<file path="src/hw/rtl/assert_macros.svh">
// Assertion helpers for the clocked checks at the end of a module.
// Each check runs on i_clk and is off while i_rst_n is low.
`ifndef ASSERT_MACROS_SVH
`define ASSERT_MACROS_SVH

`define ASSERT_ALWAYS(label, cond, msg) \
    label: assert property (@(posedge i_clk) disable iff (!i_rst_n) (cond)) \
        else $error(msg);

`define ASSERT_IMPLIES(label, ante, cons, msg) \
    label: assert property (@(posedge i_clk) disable iff (!i_rst_n) (ante) |-> (cons)) \
        else $error(msg);

`endif

</file>
<file path="src/hw/rtl/tmcr_pkg.sv">
`timescale 1ns / 1ps

package tmcr_pkg;

    localparam int MEM_ADDR_BITS   = 16;
    localparam int MEM_DEPTH       = 1 << MEM_ADDR_BITS;
    localparam int CELL_W          = 10;
    localparam int DEF_COLUMNS     = 22;
    localparam int DEF_ROWS        = 23;
    localparam int DEF_QUEUE_DEPTH = 4;
    localparam int PADDR_W         = 4;
    localparam int PDATA_W         = 32;

    localparam logic [MEM_ADDR_BITS-1:0] COLOUR_BASE = 16'h9400;

    localparam logic KIND_STORE  = 1'b0;
    localparam logic KIND_RENDER = 1'b1;

    localparam logic [1:0] REG_BANK_SELECT      = 2'd0;
    localparam logic [1:0] REG_ADDRESS_BIT_NINE = 2'd1;
    localparam logic [1:0] REG_BACKGROUND       = 2'd2;

    typedef struct packed {
        logic        kind;
        logic [15:0] address;
        logic [7:0]  write_data;
    } t_in_item;

    typedef struct packed {
        logic [31:0] pixel_group;
        logic [7:0]  scan_line;
        logic [4:0]  cell_column;
        logic        frame_end;
    } t_out_item;

    typedef struct packed {
        logic [7:0] bank_select;
        logic       address_bit_nine;
        logic [3:0] background_colour;
    } t_cfg;

    typedef struct packed {
        logic              kind;
        logic [15:0]       address;
        logic [7:0]        write_data;
        logic [CELL_W-1:0] cell_index;
        logic [2:0]        glyph_line;
        logic [7:0]        scan_line;
        logic [4:0]        cell_column;
        logic              frame_end;
    } t_cmd;

    typedef struct packed {
        logic idle;
        logic pend;
    } t_back_stat;

endpackage

</file>
<file path="src/hw/rtl/tmcr_regs.sv">
`timescale 1ns / 1ps

module tmcr_regs (
    input  logic                          i_clk,
    input  logic                          i_rst_n,
    input  logic                          psel,
    input  logic                          penable,
    input  logic                          pwrite,
    input  logic [tmcr_pkg::PADDR_W-1:0]  paddr,
    input  logic [tmcr_pkg::PDATA_W-1:0]  pwdata,
    output logic [tmcr_pkg::PDATA_W-1:0]  prdata,
    output logic                          pready,
    output tmcr_pkg::t_cfg                o_cfg
);

    import tmcr_pkg::*;

    t_cfg       r_cfg;
    logic       wr_en;
    logic [1:0] reg_idx;

    assign pready  = 1'b1;
    assign reg_idx = paddr[3:2];
    assign wr_en   = psel && penable && pwrite;

    always_ff @(posedge i_clk) begin
        if (!i_rst_n) begin
            r_cfg <= '0;
        end else if (wr_en) begin
            case (reg_idx)
                REG_BANK_SELECT:      r_cfg.bank_select       <= pwdata[7:0];
                REG_ADDRESS_BIT_NINE: r_cfg.address_bit_nine  <= pwdata[0];
                REG_BACKGROUND:       r_cfg.background_colour <= pwdata[3:0];
                default: begin
                end
            endcase
        end
    end

    always_comb begin
        case (reg_idx)
            REG_BANK_SELECT:      prdata = {24'b0, r_cfg.bank_select};
            REG_ADDRESS_BIT_NINE: prdata = {31'b0, r_cfg.address_bit_nine};
            REG_BACKGROUND:       prdata = {28'b0, r_cfg.background_colour};
            default:              prdata = '0;
        endcase
    end

    assign o_cfg = r_cfg;

endmodule

</file>
<file path="config.mk">
export PLATFORM = sky130hd
export DESIGN_NAME = tmcr_regs
export DESIGN_NICKNAME = d
export VERILOG_FILES = /design/src/hw/rtl/assert_macros.svh /design/src/hw/rtl/tmcr_pkg.sv /design/src/hw/rtl/tmcr_regs.sv
export SDC_FILE = /design/constraint.sdc
export NUM_CORES = 1
export LEC_CHECK = 0
export BUFFER_PORTS_ARGS = -buffer_cell sky130_fd_sc_hd__buf_2
export CORE_UTILIZATION = 34
export DETAILED_ROUTE_END_ITERATION = 8
export GPL_TIMING_DRIVEN = 0
export PLACE_DENSITY = 0.78
export SLEW_MARGIN = 20
export SYNTH_ARGS = -nofsm -noshare
export SYNTH_HDL_FRONTEND = slang
export SYNTH_SLANG_ARGS = --single-unit
</file>
<file path="constraint.sdc">
create_clock -name i_clk -period 1.4 [get_ports i_clk]
set_input_delay 0.28 -clock i_clk [delete_from_list [all_inputs] [get_ports i_clk]]
set_output_delay 0.28 -clock i_clk [all_outputs]
set_load 0.03 [all_outputs]
</file>
# After elaboration in Yosys (flattened, before gate mapping)

Cells that the tools add are included.

Input bits: 41
Logic and storage cells: 12
Output and inout port bits: 46
Register bits after elaboration: 13

Mux-type cells: 1
Reduce and logical (&&, ||, !) cells: 6
Eq/ne operators: 2

Operators by type and width:

| kind                                                            | number |
|---|---|
| 8-bit one-hot mux with 3 select lines                           | 1 |
| 2-bit AND reduction                                             | 3 |
| 2-bit by 1-bit == test with 1-bit output, second input constant | 1 |
| 2-bit == test, second input constant                            | 1 |
| 1-bit logical AND                                               | 2 |
| 2-bit logical NOT                                               | 1 |

# Logic depth before layout (Yosys ltp)

Word-level depth: 3
Depth in mapped cells: 3
Gate-level depth less buffers: 3

# Worst setup path before layout

OpenSTA, ideal clock, no wires.

Path kind: register to output
Start: register r_cfg, in the netlist o_cfg[0]
End: output prdata[0] (netlist bit)
Buffers on the path: 0
Data required time: 1.120 ns
Setup slack: -0.191 ns
Cell stages (with the launch flop): 3
Arrival time: 1.311 ns
Path through: dfxtp_1 > mux2i_1 > o21ai_0

Cells in the longest elaborated chain, start to end: 1

RTL lines:

| what                                  | line            | RTL |
|---|---|---|
| start, declared                       | tmcr_regs.sv:18 | `t_cfg r_cfg;` |
| 8-bit one-hot mux with 3 select lines | tmcr_regs.sv:41 | `case (reg_idx)` |
| end, declared                         | tmcr_regs.sv:11 | `output logic [tmcr_pkg::PDATA_W-1:0] prdata,` |

No other way between the ends.

# Final worst setup path

Start: register r_cfg, in the netlist o_cfg[5]
End: output prdata[0] (netlist bit)

Same word-level chain as after synthesis.

==> summary.md <==
• complete, no violations — result of the run
• 0 — Maximum Capacitance Violations
• 184 — post-layout instance count excluding filler cells
• 50.8% — utilization after layout
• 0 — number of remaining DRC errors
• dfxtp_1, buf_4, mux2i_1, nand2_1, and2_1 — biggest area contributors in the synthesized netlist
• output pin — crit path capture type
• 442 um^2 — Multi-input gate area
• 725 nW/um^2 — Pwr Density
• 0 — hold violation count in the final report
• 0 — pins over their slew limit
• 94.1% — final period utilization
• dfxtp_1 — most frequently used flop master after synthesis
• 0.000536 V — maximum vdd drop
• 2 — number of buffers between clock root and the deepest sink
• 1 — depth of the CTS H-tree
• 13 — clock sinks
• 0.623 nW — Leakage Power
• 661 — via count of the first global-routing pass
• 11 — largest net degree at the start of global routing
• 9.24 um — post-DR wirelength/cell
• 96 — gate count after technology mapping
• 3.96 — DR vias/cell
• 1150 um^2 — Design Area, Final
• o_cfg[2] — launch instance of the worst register-to-register path
• 31.2% — post-synth top area share
• 13 — max reg flops
• 0 — antenna violations before repair
• 1 — number of buffer and inverter stages on the critical path
• 4 — count of TritonRoute iterations in the first routing pass
• in2reg — type of the worst min-delay path
• 1120 um^2 — standard cell area after detailed placement
• done — CTS tree
• 13 — number of synthesized register bits
• 31.2% — part of the Yosys area used for sequential elements
• 1.04 ns — Arrival @ worst endpoint
• 2.66 mm — global-route wire length before repair
• 0.654 — placer congestion estimate
• 45.4% — sequential share of power
• 0 — total gr overflow
• 0.08 ns — clock-pin slew reported for the worst setup and hold paths after clock tree synthesis
• 28.0% — part of the power in combinational logic
• 0 — count of antenna-violating nets left after detailed routing
• 31.7% — Net Sw Frac
• 729 — total number of vias
• 1.40 mm — post-detailed-placement half-perimeter wirelength
• flip-flops — kind of cell adding the most delay to the critical path
• 37.5% — Synth-to-Final Area Change
• 198 — net count reported at finish
• buf_4 — most repeated cell in the gate-level netlist after synthesis
• 227 — fill count
• 51.5 um — floorplan die width
• 0 ns — worst clock skew
• register — crit path launch type
• buf_4, nand2_1, mux2i_1 — Commonest cells post-synth
• o_cfg[5] — critical path launch point
• 0.76 ns — flop2flop setup slack
• 2 — DRT iter0 DRCs
• 0 — number of flops mapped to enable cells by yosys
• 833 um^2 — Mapped Area
• 260 um^2 — combined flip-flop and latch cell area
• 33 — number of buffer cells added on primary ports
• 1.32 ns — post-route minimum period
• 0.568 mW — internal power consumption
• 180 — number of placed instances with taps included
• 15 — count of distinct cell types in the synthesized netlist
• 3 — number of clock buffers inserted by TritonCTS
• 87 — I/O pin count
• 0.116 ns — pre-CTS WS
• 51.5 um — vertical extent of the die
• 3 — count of cell instances traversed by the critical path
• 0 — post-CTS sizing
• 13.1% — gr usage total
• 0 — Post CTS Setup Buffer Count
• 0.36 ns — peak per-stage delay on the critical path
• 0 ns — total negative setup slack
• 2 — count of cells along the worst register-to-register path
• 0.831 mW — total power
• dfxtp_1 — most area-hungry cell type in the Yosys netlist
• prdata[0] — destination of the critical timing path
• reg2out — Setup CP Type
• 0.27 ns — clock latency at the later pin of the worst-skew pair
• dfxtp_1 — cell with the largest stage delay on the worst path
• 0.534 ns — Tightest Pin Transition
• 0 — Ys Warns
• 2650 um^2 — area of the die
• no — RSZ-0062 raised after global routing
• 0.759 GHz — f_max
• mux2i_1 > o21ai_1 > buf_2 — list of cells traversed by the critical path
• 0% — share of synthesized registers carrying an async set or reset
• 8.68 um^2 — average cell area after synthesis
• 42.3% — ratio of cells with drive above 1 in the final layout
• 3 — peak fanout along the critical path
• 0.262 ns — Hold Slack
• 17 — number of rows in the core area
• 0 — hold-fix buffers at CTS
• 1.12 ns — critical path data required time
• clkbuf_4 — Clock Tree Root
• 26.6% — clock network fraction of design power
• 0 — number of setup violations in the final report
• 2250 um^2 — core area
• 0.264 mW — Net Sw Power
• 64.3% — relative slew slack
• 37.0% — initial standard-cell utilization of the core
• 0 — antenna cells
• o_cfg[2] — Reg2Reg Capture Point
• 1.70 mm — routed wire length
• 0.0827 ns — setup slack of the critical path after layout
-- worst min-delay path, cell delays in order --
cell and delay [ns]:
buf_2 0.09, nand2_1 0.05, mux2i_1 0.06
-- worst min path at each step --
stage	from	end	slack, ns	cells past startpoint
2_1_floorplan	pwdata[5]	o_cfg[10]	0.42	2
3_3_place_gp	o_cfg[11]	o_cfg[11]	0.45	2
3_5_place_dp	o_cfg[11]	o_cfg[11]	0.47	2
4_1_cts	pwdata[5]	o_cfg[10]	0.25	3
5_1_grt	pwdata[7]	o_cfg[12]	0.26	3
6_report	pwdata[7]	o_cfg[12]	0.26	3
-- cell usage in the layout, fill, tap and decap left out --
| cell | count |
|---|---|
| buf_4 | 25 |
| nor3b_1 | 1 |
| clkbuf_4 | 3 |
| mux2i_1 | 17 |
| buf_2 | 33 |
| nand3b_1 | 1 |
| nand3_2 | 1 |
| nor2_1 | 4 |
| dfxtp_1 | 13 |
| nor3b_2 | 1 |
| buf_6 | 2 |
| clkbuf_1 | 3 |
| nor3_4 | 1 |
| nand2_1 | 21 |
| conb_1 | 25 |
| o21ai_1 | 1 |
| and2_1 | 4 |
-- metal layers --
layer	vias up	track usage [%]	wire [um]
li1	379	-	-
met1	308	15.1	663
met2	42	24.7	869
met3	0	2.34	167
met4	0	3.15	0
met5	-	0	0
-- power by group through the flow --
stage	registers [mW]	logic (mW)	clock network, mW
final	0.378	0.232	0.221
after global routing	0.378	0.249	0.246
after CTS	0.378	0.232	0.226
after detailed placement	0.386	0.231	0
after global placement	0.386	0.229	0
after floorplan	0.395	0.188	0
-- layout make-up --
type | count | share of cell area, %
Multi-Input combinational cell | 77 | 38.5
Sequential cell | 13 | 22.7
Clock buffer | 4 | 2.29
Tap cell | 28 | 3.06
Timing Repair Buffer | 33 | 14.4
Buffer | 29 | 19.0
-- kinds of logic (layout without fill, tap and decap cells) --
kind of cell / after synthesis / after routing / share of synthesized area [%]
buf+inv: 29 / 66 / 26.1
other cells: 2 / 25 / 0.901
simple gates: 34 / 34 / 20.7
flops: 13 / 13 / 31.2
mux: 17 / 17 / 20.4
compound gates: 1 / 1 / 0.600
Note: power is estimated with default switching activity, not from simulation.
