--- src/hw/rtl/assert_macros.svh ---
// Assertion helpers for the clocked checks at the end of a module.
// Each check runs on i_clk and is off while i_rst_n is low.
`ifndef ASSERT_MACROS_SVH
`define ASSERT_MACROS_SVH

`define ASSERT_ALWAYS(label, cond, msg) \
    label: assert property (@(posedge i_clk) disable iff (!i_rst_n) (cond)) \
        else $error(msg);

`define ASSERT_IMPLIES(label, ante, cons, msg) \
    label: assert property (@(posedge i_clk) disable iff (!i_rst_n) (ante) |-> (cons)) \
        else $error(msg);

`endif

--- src/hw/rtl/tmcr_pkg.sv ---
`timescale 1ns / 1ps

package tmcr_pkg;

    localparam int MEM_ADDR_BITS   = 16;
    localparam int MEM_DEPTH       = 1 << MEM_ADDR_BITS;
    localparam int CELL_W          = 10;
    localparam int DEF_COLUMNS     = 22;
    localparam int DEF_ROWS        = 23;
    localparam int DEF_QUEUE_DEPTH = 4;
    localparam int PADDR_W         = 4;
    localparam int PDATA_W         = 32;

    localparam logic [MEM_ADDR_BITS-1:0] COLOUR_BASE = 16'h9400;

    localparam logic KIND_STORE  = 1'b0;
    localparam logic KIND_RENDER = 1'b1;

    localparam logic [1:0] REG_BANK_SELECT      = 2'd0;
    localparam logic [1:0] REG_ADDRESS_BIT_NINE = 2'd1;
    localparam logic [1:0] REG_BACKGROUND       = 2'd2;

    typedef struct packed {
        logic        kind;
        logic [15:0] address;
        logic [7:0]  write_data;
    } t_in_item;

    typedef struct packed {
        logic [31:0] pixel_group;
        logic [7:0]  scan_line;
        logic [4:0]  cell_column;
        logic        frame_end;
    } t_out_item;

    typedef struct packed {
        logic [7:0] bank_select;
        logic       address_bit_nine;
        logic [3:0] background_colour;
    } t_cfg;

    typedef struct packed {
        logic              kind;
        logic [15:0]       address;
        logic [7:0]        write_data;
        logic [CELL_W-1:0] cell_index;
        logic [2:0]        glyph_line;
        logic [7:0]        scan_line;
        logic [4:0]        cell_column;
        logic              frame_end;
    } t_cmd;

    typedef struct packed {
        logic idle;
        logic pend;
    } t_back_stat;

endpackage

--- src/hw/rtl/tmcr_front.sv ---
`timescale 1ns / 1ps

module tmcr_front #(
    parameter int COLUMNS = tmcr_pkg::DEF_COLUMNS,
    parameter int ROWS    = tmcr_pkg::DEF_ROWS
) (
    input  logic               i_clk,
    input  logic               i_rst_n,
    input  logic               i_in_valid,
    input  tmcr_pkg::t_in_item i_in_data,
    output logic               o_in_ready,
    input  logic               i_q_full,
    output logic               o_push,
    output tmcr_pkg::t_cmd     o_cmd
);

    import tmcr_pkg::*;

    logic [4:0]        r_col;
    logic [2:0]        r_line;
    logic [4:0]        r_row;
    logic [CELL_W-1:0] r_row_base;
    logic              last_col;
    logic              last_line;
    logic              last_row;
    logic              advance;

    assign o_in_ready = !i_q_full;
    assign o_push     = i_in_valid && !i_q_full;
    assign advance    = o_push && (i_in_data.kind == KIND_RENDER);

    assign last_col  = (r_col == 5'(COLUMNS - 1));
    assign last_line = (r_line == 3'd7);
    assign last_row  = (r_row == 5'(ROWS - 1));

    always_comb begin
        o_cmd.kind        = i_in_data.kind;
        o_cmd.address     = i_in_data.address;
        o_cmd.write_data  = i_in_data.write_data;
        o_cmd.cell_index  = r_row_base + CELL_W'(r_col);
        o_cmd.glyph_line  = r_line;
        o_cmd.scan_line   = {r_row, r_line};
        o_cmd.cell_column = r_col;
        o_cmd.frame_end   = last_col && last_line && last_row;
    end

    always_ff @(posedge i_clk) begin
        if (!i_rst_n) begin
            r_col      <= '0;
            r_line     <= '0;
            r_row      <= '0;
            r_row_base <= '0;
        end else if (advance) begin
            if (!last_col) begin
                r_col <= r_col + 5'd1;
            end else begin
                r_col <= '0;
                if (!last_line) begin
                    r_line <= r_line + 3'd1;
                end else begin
                    r_line <= '0;
                    if (!last_row) begin
                        r_row      <= r_row + 5'd1;
                        r_row_base <= r_row_base + CELL_W'(COLUMNS);
                    end else begin
                        r_row      <= '0;
                        r_row_base <= '0;
                    end
                end
            end
        end
    end

endmodule

--- config.mk ---
export PLATFORM = sky130hd
export DESIGN_NAME = tmcr_front
export DESIGN_NICKNAME = d
export VERILOG_FILES = /design/src/hw/rtl/assert_macros.svh /design/src/hw/rtl/tmcr_pkg.sv /design/src/hw/rtl/tmcr_front.sv
export SDC_FILE = /design/constraint.sdc
export NUM_CORES = 1
export LEC_CHECK = 0
export BUFFER_PORTS_ARGS = -buffer_cell sky130_fd_sc_hd__buf_4
export CORE_MARGIN = 1
export CORE_UTILIZATION = 45
export CTS_CLUSTER_SIZE = 14
export DETAILED_ROUTE_END_ITERATION = 12
export MAX_ROUTING_LAYER = met4
export PLACE_DENSITY = 0.8
export SYNTH_ARGS = -nofsm -noshare
export SYNTH_HDL_FRONTEND = slang
export SYNTH_SLANG_ARGS = --single-unit
--- constraint.sdc ---
create_clock -name i_clk -period 2 [get_ports i_clk]
set_clock_uncertainty 0.1 [all_clocks]
set_input_delay 0.1 -clock i_clk [delete_from_list [all_inputs] [get_ports i_clk]]
set_output_delay 0.1 -clock i_clk [all_outputs]
set_load 0.005 [all_outputs]
Word level (Yosys, flattened, before mapping)
Index checks and enable logic that the tools add are counted.
{ "op_classes": {"add_sub_neg": 5, "n_eq_ne": 3, "muxes": 4, "n_reduce_logical": 7} }
{ "ops": {"columns": ["operator", "n"], "rows": [
  ["10-bit by 5-bit adder with 10-bit output", 1],
  ["10-bit by 5-bit adder with 10-bit output, second input constant", 1],
  ["5-bit by 1-bit adder with 5-bit output, second input constant", 2],
  ["5-bit == test, second input constant", 2],
  ["10-bit 2-to-1 mux", 1],
  ["5-bit 2-to-1 mux", 2],
  ["1-bit logical AND", 4],
  ["3-bit by 1-bit adder with 3-bit output, second input constant", 1],
  ["3-bit == test, second input constant", 1],
  ["3-bit 2-to-1 mux", 1],
  ["3-bit AND reduction", 1],
  ["2-bit AND reduction", 1],
  ["1-bit zero test", 1]
]} }
{ "totals": {"regBits": 23, "inputBits": 29} }

Logic depth before layout (Yosys ltp)
{ "depth": {"word_depth": 4, "mapped_depth": 7} }

Worst setup path after synthesis
Ideal clock, no wire load.
{ "synth_timing": {"path_kind": "reg2reg", "start": "reg r_line[0]", "end": "reg r_row_base[9]", "arrival_ns": 1.634, "required_ns": 1.829, "setup_slack_ns": 0.195, "stages_incl_launch_ff": 7, "period_less_slack_ns": 1.805, "cell_sequence": "dfxtp_1 > ha_1 > ha_1 > and2_2 > nand3_4 > or4_1 > a21oi_1"} }
{ "synth_via": {"elab_chain_cells": 2} }
{ "synth_lines": {"columns": ["item", "line", "rtl"], "rows": [
  ["start: declaration", "tmcr_front.sv:20", "logic [2:0] r_line;"],
  ["start signal: assignment", "tmcr_front.sv:59", "r_line <= r_line + 3'd1;"],
  ["3-bit == test", "tmcr_front.sv:33", "assign last_line = (r_line == 3'd7);"],
  ["3-bit AND reduction (no line)", null, null],
  ["end signal: assignment", "tmcr_front.sv:64", "r_row_base <= r_row_base + CELL_W'(COLUMNS);"],
  ["end: declaration", "tmcr_front.sv:22", "logic [CELL_W-1:0] r_row_base;"]
]} }
No other way between the ends.
A chain may end at the register's enable or synchronous reset.

==> impl_metrics.yaml <==
run_status:
  status: "finished with violations"
  failed_checks: "negative setup slack"
job:
  maxCapViolCount: 0
logic_synthesis:
  netlist.area_leader.share: 0.279
  ys_top_cells_by_area: "dfxtp_1 (28%), buf_4 (14%), ha_1 (8.7%)"
  synth_ff_type: "dfxtp_1"
  yosysUniqueCellTypes: 39
  ys_seq_elements: 22
  avgSynthCellArea_um2: 8.61
  synthesis.area_um2: 1580
  netlist_instances: 183
  yosys_warnings: 0
  synth-edff-count: 0
  synth_fp_nets: 224
  synthArstFlopShare: 0
  yosysTopAreaCell: "dfxtp_1"
  yosysSeqAreaShare: 0.279
setup_path:
  arrival_ns: 1.83
  required_ns: 1.80
  critical_path_class: "flop to output port"
  endpoint_kind: "output port"
  cp_max_fo: 3
  critPathLaunchType: "flop"
floorplanning:
  initial_core_util: 0.472
  rows: 21
  die_h_um: 61.2
  dieArea_um2: 3740
  coreArea_um2: 3340
  dieWidth_um: 61.2
  io_pins: 83
clocking:
  cts-root-buf: "clkbuf_4"
  h-tree-depth: 1
  clk_pin_slew_ns: 0.12
  cts.sinks: 22
  cts_tree: "yes"
  cts_buffer_depth: 2
  clock_latency_ns: 0.31
  cts_made_buffers: 3
power_and_ir_drop:
  p_leak_nw: 0.790
  power_mw: 0.746
  power.density_nw_per_um2: 398
  ir_drop_mv: 0.190
drt:
  drt_iter0_drc: 71
  num_vias: 1281
  wl_um: 3300
  wire_per_inst_um: 13.2
  firstDrtPassIters: 4
  route.detailed.drc: 0
  final_antenna_net_count: 0
  avgViaCountPerCell: 5.12
global_route:
  antenna_found_initial: 0
  globalRouteTotalUtil: 0.190
  grt_start_max_net_pins: 13
  top_usage_layer: "met2"
  grtUsageMet2: 0.300
  overflow: 0
  grt_use_met3: 0.0378
  grtUsageMet1: 0.249
  grt_pass1_wl_um: 5110
  grt_pass1_vias: 1109
sta:
  tns_ns: -0.0646
  min_period_over_period: 1.02
  slew_violations: 0
  finalHoldViolations: 0
  fmax_mhz: 492
  setup_slack_ns: -0.0323
  min_period_ns: 2.03
  finalSetupViolations: 2
  rsz0062_at_grt: "yes"
final_layout:
  layout_common_cells: "buf_4 (49), dfxtp_1 (16), nor2_1 (15)"
  ff_latch_area_um2: 453
  drive_above_1_share: 0.382
  fillCellCount: 314
  finalInstanceArea_um2: 1870
  final_common_cell: "buf_4"
  multiInputGateArea_um2: 923
  syn_to_final_growth_pct: 18.9
  antenna_cells: 0
  nets: 246
placement:
  place_area_um2: 1710
  dpl.hpwl_um: 2410
  portBuffers: 34
  place_ws_ns: 0.0812
  gp_congestion: 0.880
min_path:
  hold_class: "primary input to output port"
cells by family (layout without fill, tap and decap cells):
family                     count (synthesis)  after routing  synth area share
adders and majority gates                 12             12             0.100
other                                      1              1           0.00238
buffers and inverters                     40             61             0.175
and+or+nand+nor                           64             64             0.232
AOI/OAI and AO/OA                         25             25             0.105
xor gates and xnor gates                  17             17            0.0944
DFF                                       22             22             0.279
muxes                                      2              2            0.0127
cells in the mapped netlist (3+ instances only):
cell type / instances
dfxtp_1: 22
a21oi_1: 5
nor2_1: 15
o21ai_0: 5
nand4_1: 3
or3_1: 4
buf_4: 29
a21boi_0: 6
ha_1: 11
nor3_1: 4
xor2_1: 6
nand3_1: 7
nand2_1: 11
inv_1: 7
nand4b_1: 3
nor2b_1: 4
xnor2_1: 11
timing repair:
action / CTS / global route
pin swaps: 5 / 4
cloned: 0 / 0
hold endpoints to repair: 3 / 0
setup endpoints to repair: 6 / 15
hold buffers: 1 / 0
buffers inserted: 4 / 3
resized for setup: 15 / 10
worst max-delay path: stages, from the launching register on:
cell and delay [ns]:
dfxtp_2 0.36, inv_2 0.05, fa_2 0.42, nor2b_4 0.14, o31a_1 0.21, o21ai_2 0.08, xnor2_1 0.14, buf_4 0.13
routing by layer:
metal / share of wire / vias to the layer above
met3: 0.054 / 6
met2: 0.48 / 36
li1: - / 643
met5: 0 / -
met1: 0.46 / 596
met4: 0.0082 / 0
layout make-up:
| cell class | instances | share of cell area |
|---|---|---|
| clock buffer | 4 | 0.0194 |
| timing repair buffer | 50 | 0.202 |
| multi-input combinational | 121 | 0.493 |
| inverter | 7 | 0.0140 |
| tap | 46 | 0.0307 |
| sequential | 22 | 0.242 |
final timing paths:
kind / depth (start not counted) / endpoint / from / slack (ns)
worst max-delay path: 7 / o_cmd[23] / r_row_base[1]$_SDFFE_PN0P_ / -0.03
worst min-delay path: 0 / o_cmd[31] / i_in_data[4] / 0.10
worst max register to register: 6 / r_row_base[9]$_SDFFE_PN0P_ / r_line[1]$_SDFFE_PN0P_ / 0.14
worst min register to register: 2 / r_row_base[9]$_SDFFE_PN0P_ / r_row_base[9]$_SDFFE_PN0P_ / 0.42
where the power goes:
| group | internal, mW | switching [mW] |
|---|---|---|
| sequential | 0.438 | 0.00108 |
| clock | 0.111 | 0.138 |
| combinational | 0.0304 | 0.0281 |
sequential cells by signal, indices dropped and copies added (netlist names):
name,flops
r_row_base,9
r_row,5
r_col,5
r_line,3
stage by stage:
step | std cells | utilization | hold slack, ns
2_1_floorplan | 183 | - | 0.127
3_3_place_gp | 239 | 0.512 | 0.100
3_5_place_dp | 239 | 0.512 | 0.100
4_1_cts | 248 | 0.545 | 0.100
5_1_grt | 250 | 0.562 | 0.100
6_report | 250 | 0.562 | 0.100
(Power assumes the default switching activity.)
