$ cat config.mk
export PLATFORM = sky130hd
export DESIGN_NAME = tmcr_queue
export DESIGN_NICKNAME = d
export VERILOG_FILES = /design/src/hw/rtl/assert_macros.svh /design/src/hw/rtl/tmcr_pkg.sv /design/src/hw/rtl/tmcr_queue.sv
export SDC_FILE = /design/constraint.sdc
export NUM_CORES = 1
export LEC_CHECK = 0
export BUFFER_PORTS_ARGS = -buffer_cell sky130_fd_sc_hd__buf_4
export CORE_MARGIN = 3
export CORE_UTILIZATION = 60
export DETAILED_ROUTE_END_ITERATION = 16
export PLACE_DENSITY = 0.93
export SETUP_SLACK_MARGIN = 0.4
export SYNTH_ARGS = -nofsm -noshare
export SYNTH_HDL_FRONTEND = slang
export SYNTH_SLANG_ARGS = --single-unit
$ cat constraint.sdc
create_clock -name i_clk -period 5.8 [get_ports i_clk]
set_clock_uncertainty 0.05 [all_clocks]
set_input_delay 1.16 -clock i_clk [delete_from_list [all_inputs] [get_ports i_clk]]
set_output_delay 1.16 -clock i_clk [all_outputs]
set_load 0.005 [all_outputs]
$ cat src/hw/rtl/assert_macros.svh
// Assertion helpers for the clocked checks at the end of a module.
// Each check runs on i_clk and is off while i_rst_n is low.
`ifndef ASSERT_MACROS_SVH
`define ASSERT_MACROS_SVH

`define ASSERT_ALWAYS(label, cond, msg) \
    label: assert property (@(posedge i_clk) disable iff (!i_rst_n) (cond)) \
        else $error(msg);

`define ASSERT_IMPLIES(label, ante, cons, msg) \
    label: assert property (@(posedge i_clk) disable iff (!i_rst_n) (ante) |-> (cons)) \
        else $error(msg);

`endif

$ cat src/hw/rtl/tmcr_pkg.sv
`timescale 1ns / 1ps

package tmcr_pkg;

    localparam int MEM_ADDR_BITS   = 16;
    localparam int MEM_DEPTH       = 1 << MEM_ADDR_BITS;
    localparam int CELL_W          = 10;
    localparam int DEF_COLUMNS     = 22;
    localparam int DEF_ROWS        = 23;
    localparam int DEF_QUEUE_DEPTH = 4;
    localparam int PADDR_W         = 4;
    localparam int PDATA_W         = 32;

    localparam logic [MEM_ADDR_BITS-1:0] COLOUR_BASE = 16'h9400;

    localparam logic KIND_STORE  = 1'b0;
    localparam logic KIND_RENDER = 1'b1;

    localparam logic [1:0] REG_BANK_SELECT      = 2'd0;
    localparam logic [1:0] REG_ADDRESS_BIT_NINE = 2'd1;
    localparam logic [1:0] REG_BACKGROUND       = 2'd2;

    typedef struct packed {
        logic        kind;
        logic [15:0] address;
        logic [7:0]  write_data;
    } t_in_item;

    typedef struct packed {
        logic [31:0] pixel_group;
        logic [7:0]  scan_line;
        logic [4:0]  cell_column;
        logic        frame_end;
    } t_out_item;

    typedef struct packed {
        logic [7:0] bank_select;
        logic       address_bit_nine;
        logic [3:0] background_colour;
    } t_cfg;

    typedef struct packed {
        logic              kind;
        logic [15:0]       address;
        logic [7:0]        write_data;
        logic [CELL_W-1:0] cell_index;
        logic [2:0]        glyph_line;
        logic [7:0]        scan_line;
        logic [4:0]        cell_column;
        logic              frame_end;
    } t_cmd;

    typedef struct packed {
        logic idle;
        logic pend;
    } t_back_stat;

endpackage

$ cat src/hw/rtl/tmcr_queue.sv
`timescale 1ns / 1ps

module tmcr_queue #(
    parameter int DEPTH = tmcr_pkg::DEF_QUEUE_DEPTH
) (
    input  logic           i_clk,
    input  logic           i_rst_n,
    input  logic           i_push,
    input  tmcr_pkg::t_cmd i_cmd,
    output logic           o_full,
    input  logic           i_pop,
    output logic           o_valid,
    output tmcr_pkg::t_cmd o_cmd,
    output logic           o_overflow
);

    import tmcr_pkg::*;

    localparam int PTR_W = (DEPTH > 1) ? $clog2(DEPTH) : 1;
    localparam int CNT_W = $clog2(DEPTH + 1);

    t_cmd             r_slot [DEPTH];
    logic [PTR_W-1:0] r_wr_ptr;
    logic [PTR_W-1:0] r_rd_ptr;
    logic [CNT_W-1:0] r_count;

    assign o_full     = (r_count == CNT_W'(DEPTH));
    assign o_valid    = (r_count != '0);
    assign o_cmd      = r_slot[r_rd_ptr];
    assign o_overflow = (r_count > CNT_W'(DEPTH));

    always_ff @(posedge i_clk) begin
        if (i_push) begin
            r_slot[r_wr_ptr] <= i_cmd;
        end
    end

    always_ff @(posedge i_clk) begin
        if (!i_rst_n) begin
            r_wr_ptr <= '0;
            r_rd_ptr <= '0;
            r_count  <= '0;
        end else begin
            if (i_push) begin
                r_wr_ptr <= (r_wr_ptr == PTR_W'(DEPTH - 1)) ? '0 : r_wr_ptr + PTR_W'(1);
            end
            if (i_pop) begin
                r_rd_ptr <= (r_rd_ptr == PTR_W'(DEPTH - 1)) ? '0 : r_rd_ptr + PTR_W'(1);
            end
            if (i_push && !i_pop) begin
                r_count <= r_count + CNT_W'(1);
            end else if (i_pop && !i_push) begin
                r_count <= r_count - CNT_W'(1);
            end
        end
    end

endmodule

Yosys cells after proc, flatten, opt, wreduce, memory -nomap -nowiden
Memories as Yosys holds them, arrays and structs flattened. A register that Yosys moved wholly into a read port is not among the register bits.
Cells that the tools add are included.
{"block": "op_classes", "addsub": 4, "n_lt_le_gt_ge": 1, "eq_ne": 3, "mux": 8, "reduce_logical": 6}
{"operator": "two-way mux 2 bit", "count": 4}
{"operator": "two-way mux 3 bit", "count": 2}
{"operator": "adder 2 x 1 -> 2 bit, second input constant", "count": 2}
{"operator": "equality test 2 bit, second input constant", "count": 2}
{"operator": "adder 3 x 1 -> 3 bit, second input constant", "count": 1}
{"operator": "equality test 3 bit, second input constant", "count": 1}
{"operator": "> comparator 3 bit, second input constant", "count": 1}
{"operator": "nonzero test 3 bit", "count": 1}
{"operator": "subtractor 3 x 1 -> 3 bit, second input constant", "count": 1}
{"operator": "logical AND 1 bit", "count": 2}
{"operator": "logical NOT 1 bit", "count": 2}
{"operator": "two-way mux 1 bit", "count": 2}
{"operator": "nonzero test 2 bit", "count": 1}
{"block": "totals", "ff_bits": 7, "mem_bits_rw": 208, "inputBits": 56, "out_inout_bits": 55, "word_cells": 26, "memories": 1}
{"name": "r_slot", "words": 4, "width": 52, "rd": 1, "rd_ports_with_merged_regs": 1, "wr": 1, "line": "tmcr_queue.sv:22", "source": "t_cmd r_slot [DEPTH];"}

Longest topological paths before layout
{"block": "logic_depth", "ltp_word": 4, "ltp_mapped": 7, "mapped_depth_nobuf": 7}

Worst setup path after synthesis
Ideal clock, no wire load.
{"block": "synth_path", "kind": "input to register", "start": "input port i_push", "end": "memory r_slot[0][0] (netlist bit), enable pin", "setup_ns": 0.415, "arrival_time_ns": 2.399, "required_ns": 5.335, "setup_slack_ns": 2.936, "cell_stages": 1, "n_path_buf": 0, "cell_sequence": "and2_1"}
{"block": "synth_between", "elab_chain_cells": 2}
{"element": "start: declaration", "line": "tmcr_queue.sv:8", "source": "input logic i_push,"}
{"element": "two-way mux 1 bit", "line": "tmcr_queue.sv:33", "source": "if (i_push) begin"}
{"element": "two-way mux 1 bit (implied by the code)", "line": "tmcr_queue.sv:34", "source": "r_slot[r_wr_ptr] <= i_cmd;"}
{"element": "end: declaration", "line": "tmcr_queue.sv:22"}
Every way passes these cells.

==> results.py <==
metrics = {
    "timing": {
        "fin_crit_ns": 3.57,
        "setup_viol": 0,
        "finalHoldViolations": 0,
        "whs_ns": 0.497,
        "tightest_slew_ns": 1.04,
        "tns_ns": 0,
        "fmax_mhz": 280,
        "slew_headroom_pct": 30.8,
        "drv_slew": 0,
        "period_share_pct": 61.5,
        "rsz0062_at_grt": "no",
    },
    "worst_setup_path": {
        "crit_required_ns": 4.59,
        "r2r_slack_ns": 3.75,
        "crit_path_start_kind": "register",
        "crit_arrival_ns": 2.36,
        "r2r_cells": 4,
        "cp_max_fo": 52,
        "regToRegStartpoint": "r_wr_ptr[0]",
        "crit_path_end_kind": "output pin",
        "path_class": "register to output pin",
        "r2r-end": "r_slot[2][21]",
    },
    "floorplanning": {
        "start_util_pct": 62.4,
        "die_height_um": 122,
        "num_rows": 41,
        "io_pins": 111,
        "fp.dieArea_um2": 14800,
        "coreArea_um2": 12900,
        "die_x_um": 122,
    },
    "place": {
        "gp_congestion": 0.745,
        "port_buffers": 110,
        "place_hpwl_um": 8420,
    },
    "route": {
        "dr.pass1.iters": 4,
        "vias_per_cell": 5.74,
        "ant_nets": 0,
        "drt-total-wl_um": 14400,
        "drc": 0,
        "drtIter0Drc": 271,
        "vias": 3607,
        "wire_per_inst_um": 23.0,
    },
    "yosys": {
        "synth_edf_count": 208,
        "ys_top_cells_by_area": "edfxtp_1 78%, mux4_2 14%, dfxtp_1 2.2%, buf_12 1.2%, ha_1 0.93%",
        "syn_inst": 317,
        "synth_fp_nets": 380,
        "yosys_warnings": 0,
        "ys_ff_latch": 217,
        "yosysTopAreaCell": "edfxtp_1",
        "yosysMostFrequentCell": "edfxtp_1",
        "syn_area_per_cell_um2": 25.3,
        "ys_seq_area_share_pct": 80.0,
        "ys_types": 23,
        "synthArstFlopShare_pct": 0,
        "syn-cell-area_um2": 8030,
        "ys.flop_type": "edfxtp_1",
        "synth_common_cells": "208 x edfxtp_1, 50 x mux4_2, 9 x dfxtp_1, 6 x ha_1",
        "synth_top_area_share_pct": 77.8,
    },
    "global_route": {
        "antenna_found_initial": 0,
        "overflow": 0,
        "grt_use_total_pct": 20.3,
        "grt_pass1_wl_um": 22400,
        "grt_max_degree": 53,
        "grt_pass1_vias": 3935,
    },
    "power": {
        "combPwrFrac_pct": 8.3,
        "p_seq_share_pct": 53.0,
        "power_density_nw_per_um2": 359,
        "peakVddDrop_uv": 264,
        "netSwitchingFraction_pct": 19.8,
        "leakagePower_nw": 3.31,
        "power.internal_w": 0.00278,
        "switching_power_w": 0.000687,
        "pwr-share-clk_pct": 38.6,
    },
    "final_layout": {
        "n_antenna_cell": 0,
        "area_growth_pct": 20.3,
        "layout-drive-gt1-share_pct": 43.9,
        "final_net_count": 506,
    },
    "worst_hold_path": {
        "hold_depth": 2,
        "min_from": "r_rd_ptr[1]",
        "hold_class": "register to register",
    },
    "clocking": {
        "clk_latency_ns": 0.48,
        "cts_made_buffers": 21,
        "htree_levels": 1,
        "cts_resized": 0,
        "clock_path_buffers": 3,
        "post_cts_buffers": 0,
        "clock_sinks": 217,
        "tritoncts": "yes",
        "cts.clk_slew.worst_paths_ns": 0.06,
        "root_buffer": "clkbuf_16",
        "cts_hold_buffers": 0,
    },
    "flow_run": {
        "cap_viol_max_count": 0,
    },
    "status": {
        "status": "finished, final reports clean",
    },
}
[registers in the layout, indices dropped and copies added (netlist names), named ones only]
name / cells
r_slot: 208
r_rd_ptr: 2
r_count: 3
r_wr_ptr: 2
[power groups by stage]
stage,logic (W),clock network [W],registers (W)
2_1_floorplan,0.000164,0,0.00184
6_report,0.000289,0.00134,0.00184
5_1_grt,0.000314,0.00143,0.00185
3_5_place_dp,0.000293,0,0.00187
4_1_cts,0.000297,0.00137,0.00184
3_3_place_gp,0.000282,0,0.00186
[final cells by class]
type | count | area, um2
fill | 706 | 3210
timing repair buffer | 115 | 863
clock buffer | 26 | 564
inverter | 4 | 15.0
clock inverter | 10 | 120
multi-input combinational | 84 | 1460
tap | 172 | 215
sequential | 217 | 6430
[routing by layer]
layer	wire (um)	vias up	part of all wire, %	GRT usage [%]
met5	0	-	0	0
met4	297	0	2.1	5.25
met3	912	24	6.3	4.60
met2	7830	122	54	35.9
met1	5410	1868	37	25.9
li1	-	1593	-	-
[worst max-delay path, cell delays in order, from the launching register on]
cell,delay [ns]
dfxtp_4,1.00
mux4_2,0.64
buf_4,0.16
[worst max-delay path by stage]
stage,from,endpoint,slack [ns],depth (start not counted)
floorplan,i_push,r_slot[0][0],2.94,1
global placement,register,o_cmd[37],2.64,2
detailed placement,register,o_cmd[37],2.64,2
CTS,register,o_cmd[37],2.12,2
global route,register,o_cmd[37],2.02,2
finish,register,o_cmd[45],2.23,2
[per-stage QoR]
step | utilization (%) | instances | instance area [um2] | setup WS [ns] | total power (W)
after CTS | 75.1 | 628 | 9660 | 2.12 | 0.00351
after floorplan | - | 317 | 8030 | 2.94 | 0.00201
after global placement | 69.7 | 592 | 8980 | 2.64 | 0.00215
after detailed placement | 69.7 | 592 | 8980 | 2.64 | 0.00217
final | 75.1 | 628 | 9660 | 2.23 | 0.00347
after global routing | 75.1 | 628 | 9660 | 2.02 | 0.00359
[logic make-up after synthesis]
group	after synthesis	synth area share (%)
compound gates	4	0.343
xor+xnor	2	0.218
fa+ha+maj	7	1.18
buf+inv	16	1.93
flops	217	80.0
mux	56	15.2
simple gates	15	1.14
[cells in the final DEF, fill, tap and decap left out]
cell type	n
bufinv_16	3
a21boi_0	1
o21a_1	2
xor2_1	1
ha_1	6
nor3_1	1
nor2_1	1
edfxtp_1	208
mux4_2	50
mux4_1	2
dfxtp_4	1
inv_1	4
mux2i_1	4
nor2b_1	5
fa_1	1
dfxtp_2	1
and2_2	4
or3_1	2
buf_4	115
clkbuf_16	21
dfxtp_1	7
and2_1	1
clkbuf_1	3
nor3b_1	1
o21ai_0	1
clkinv_1	4
xnor2_1	1
clkinv_2	3
clkbuf_8	2
No activity file was read; power rests on OpenSTA's default activity.
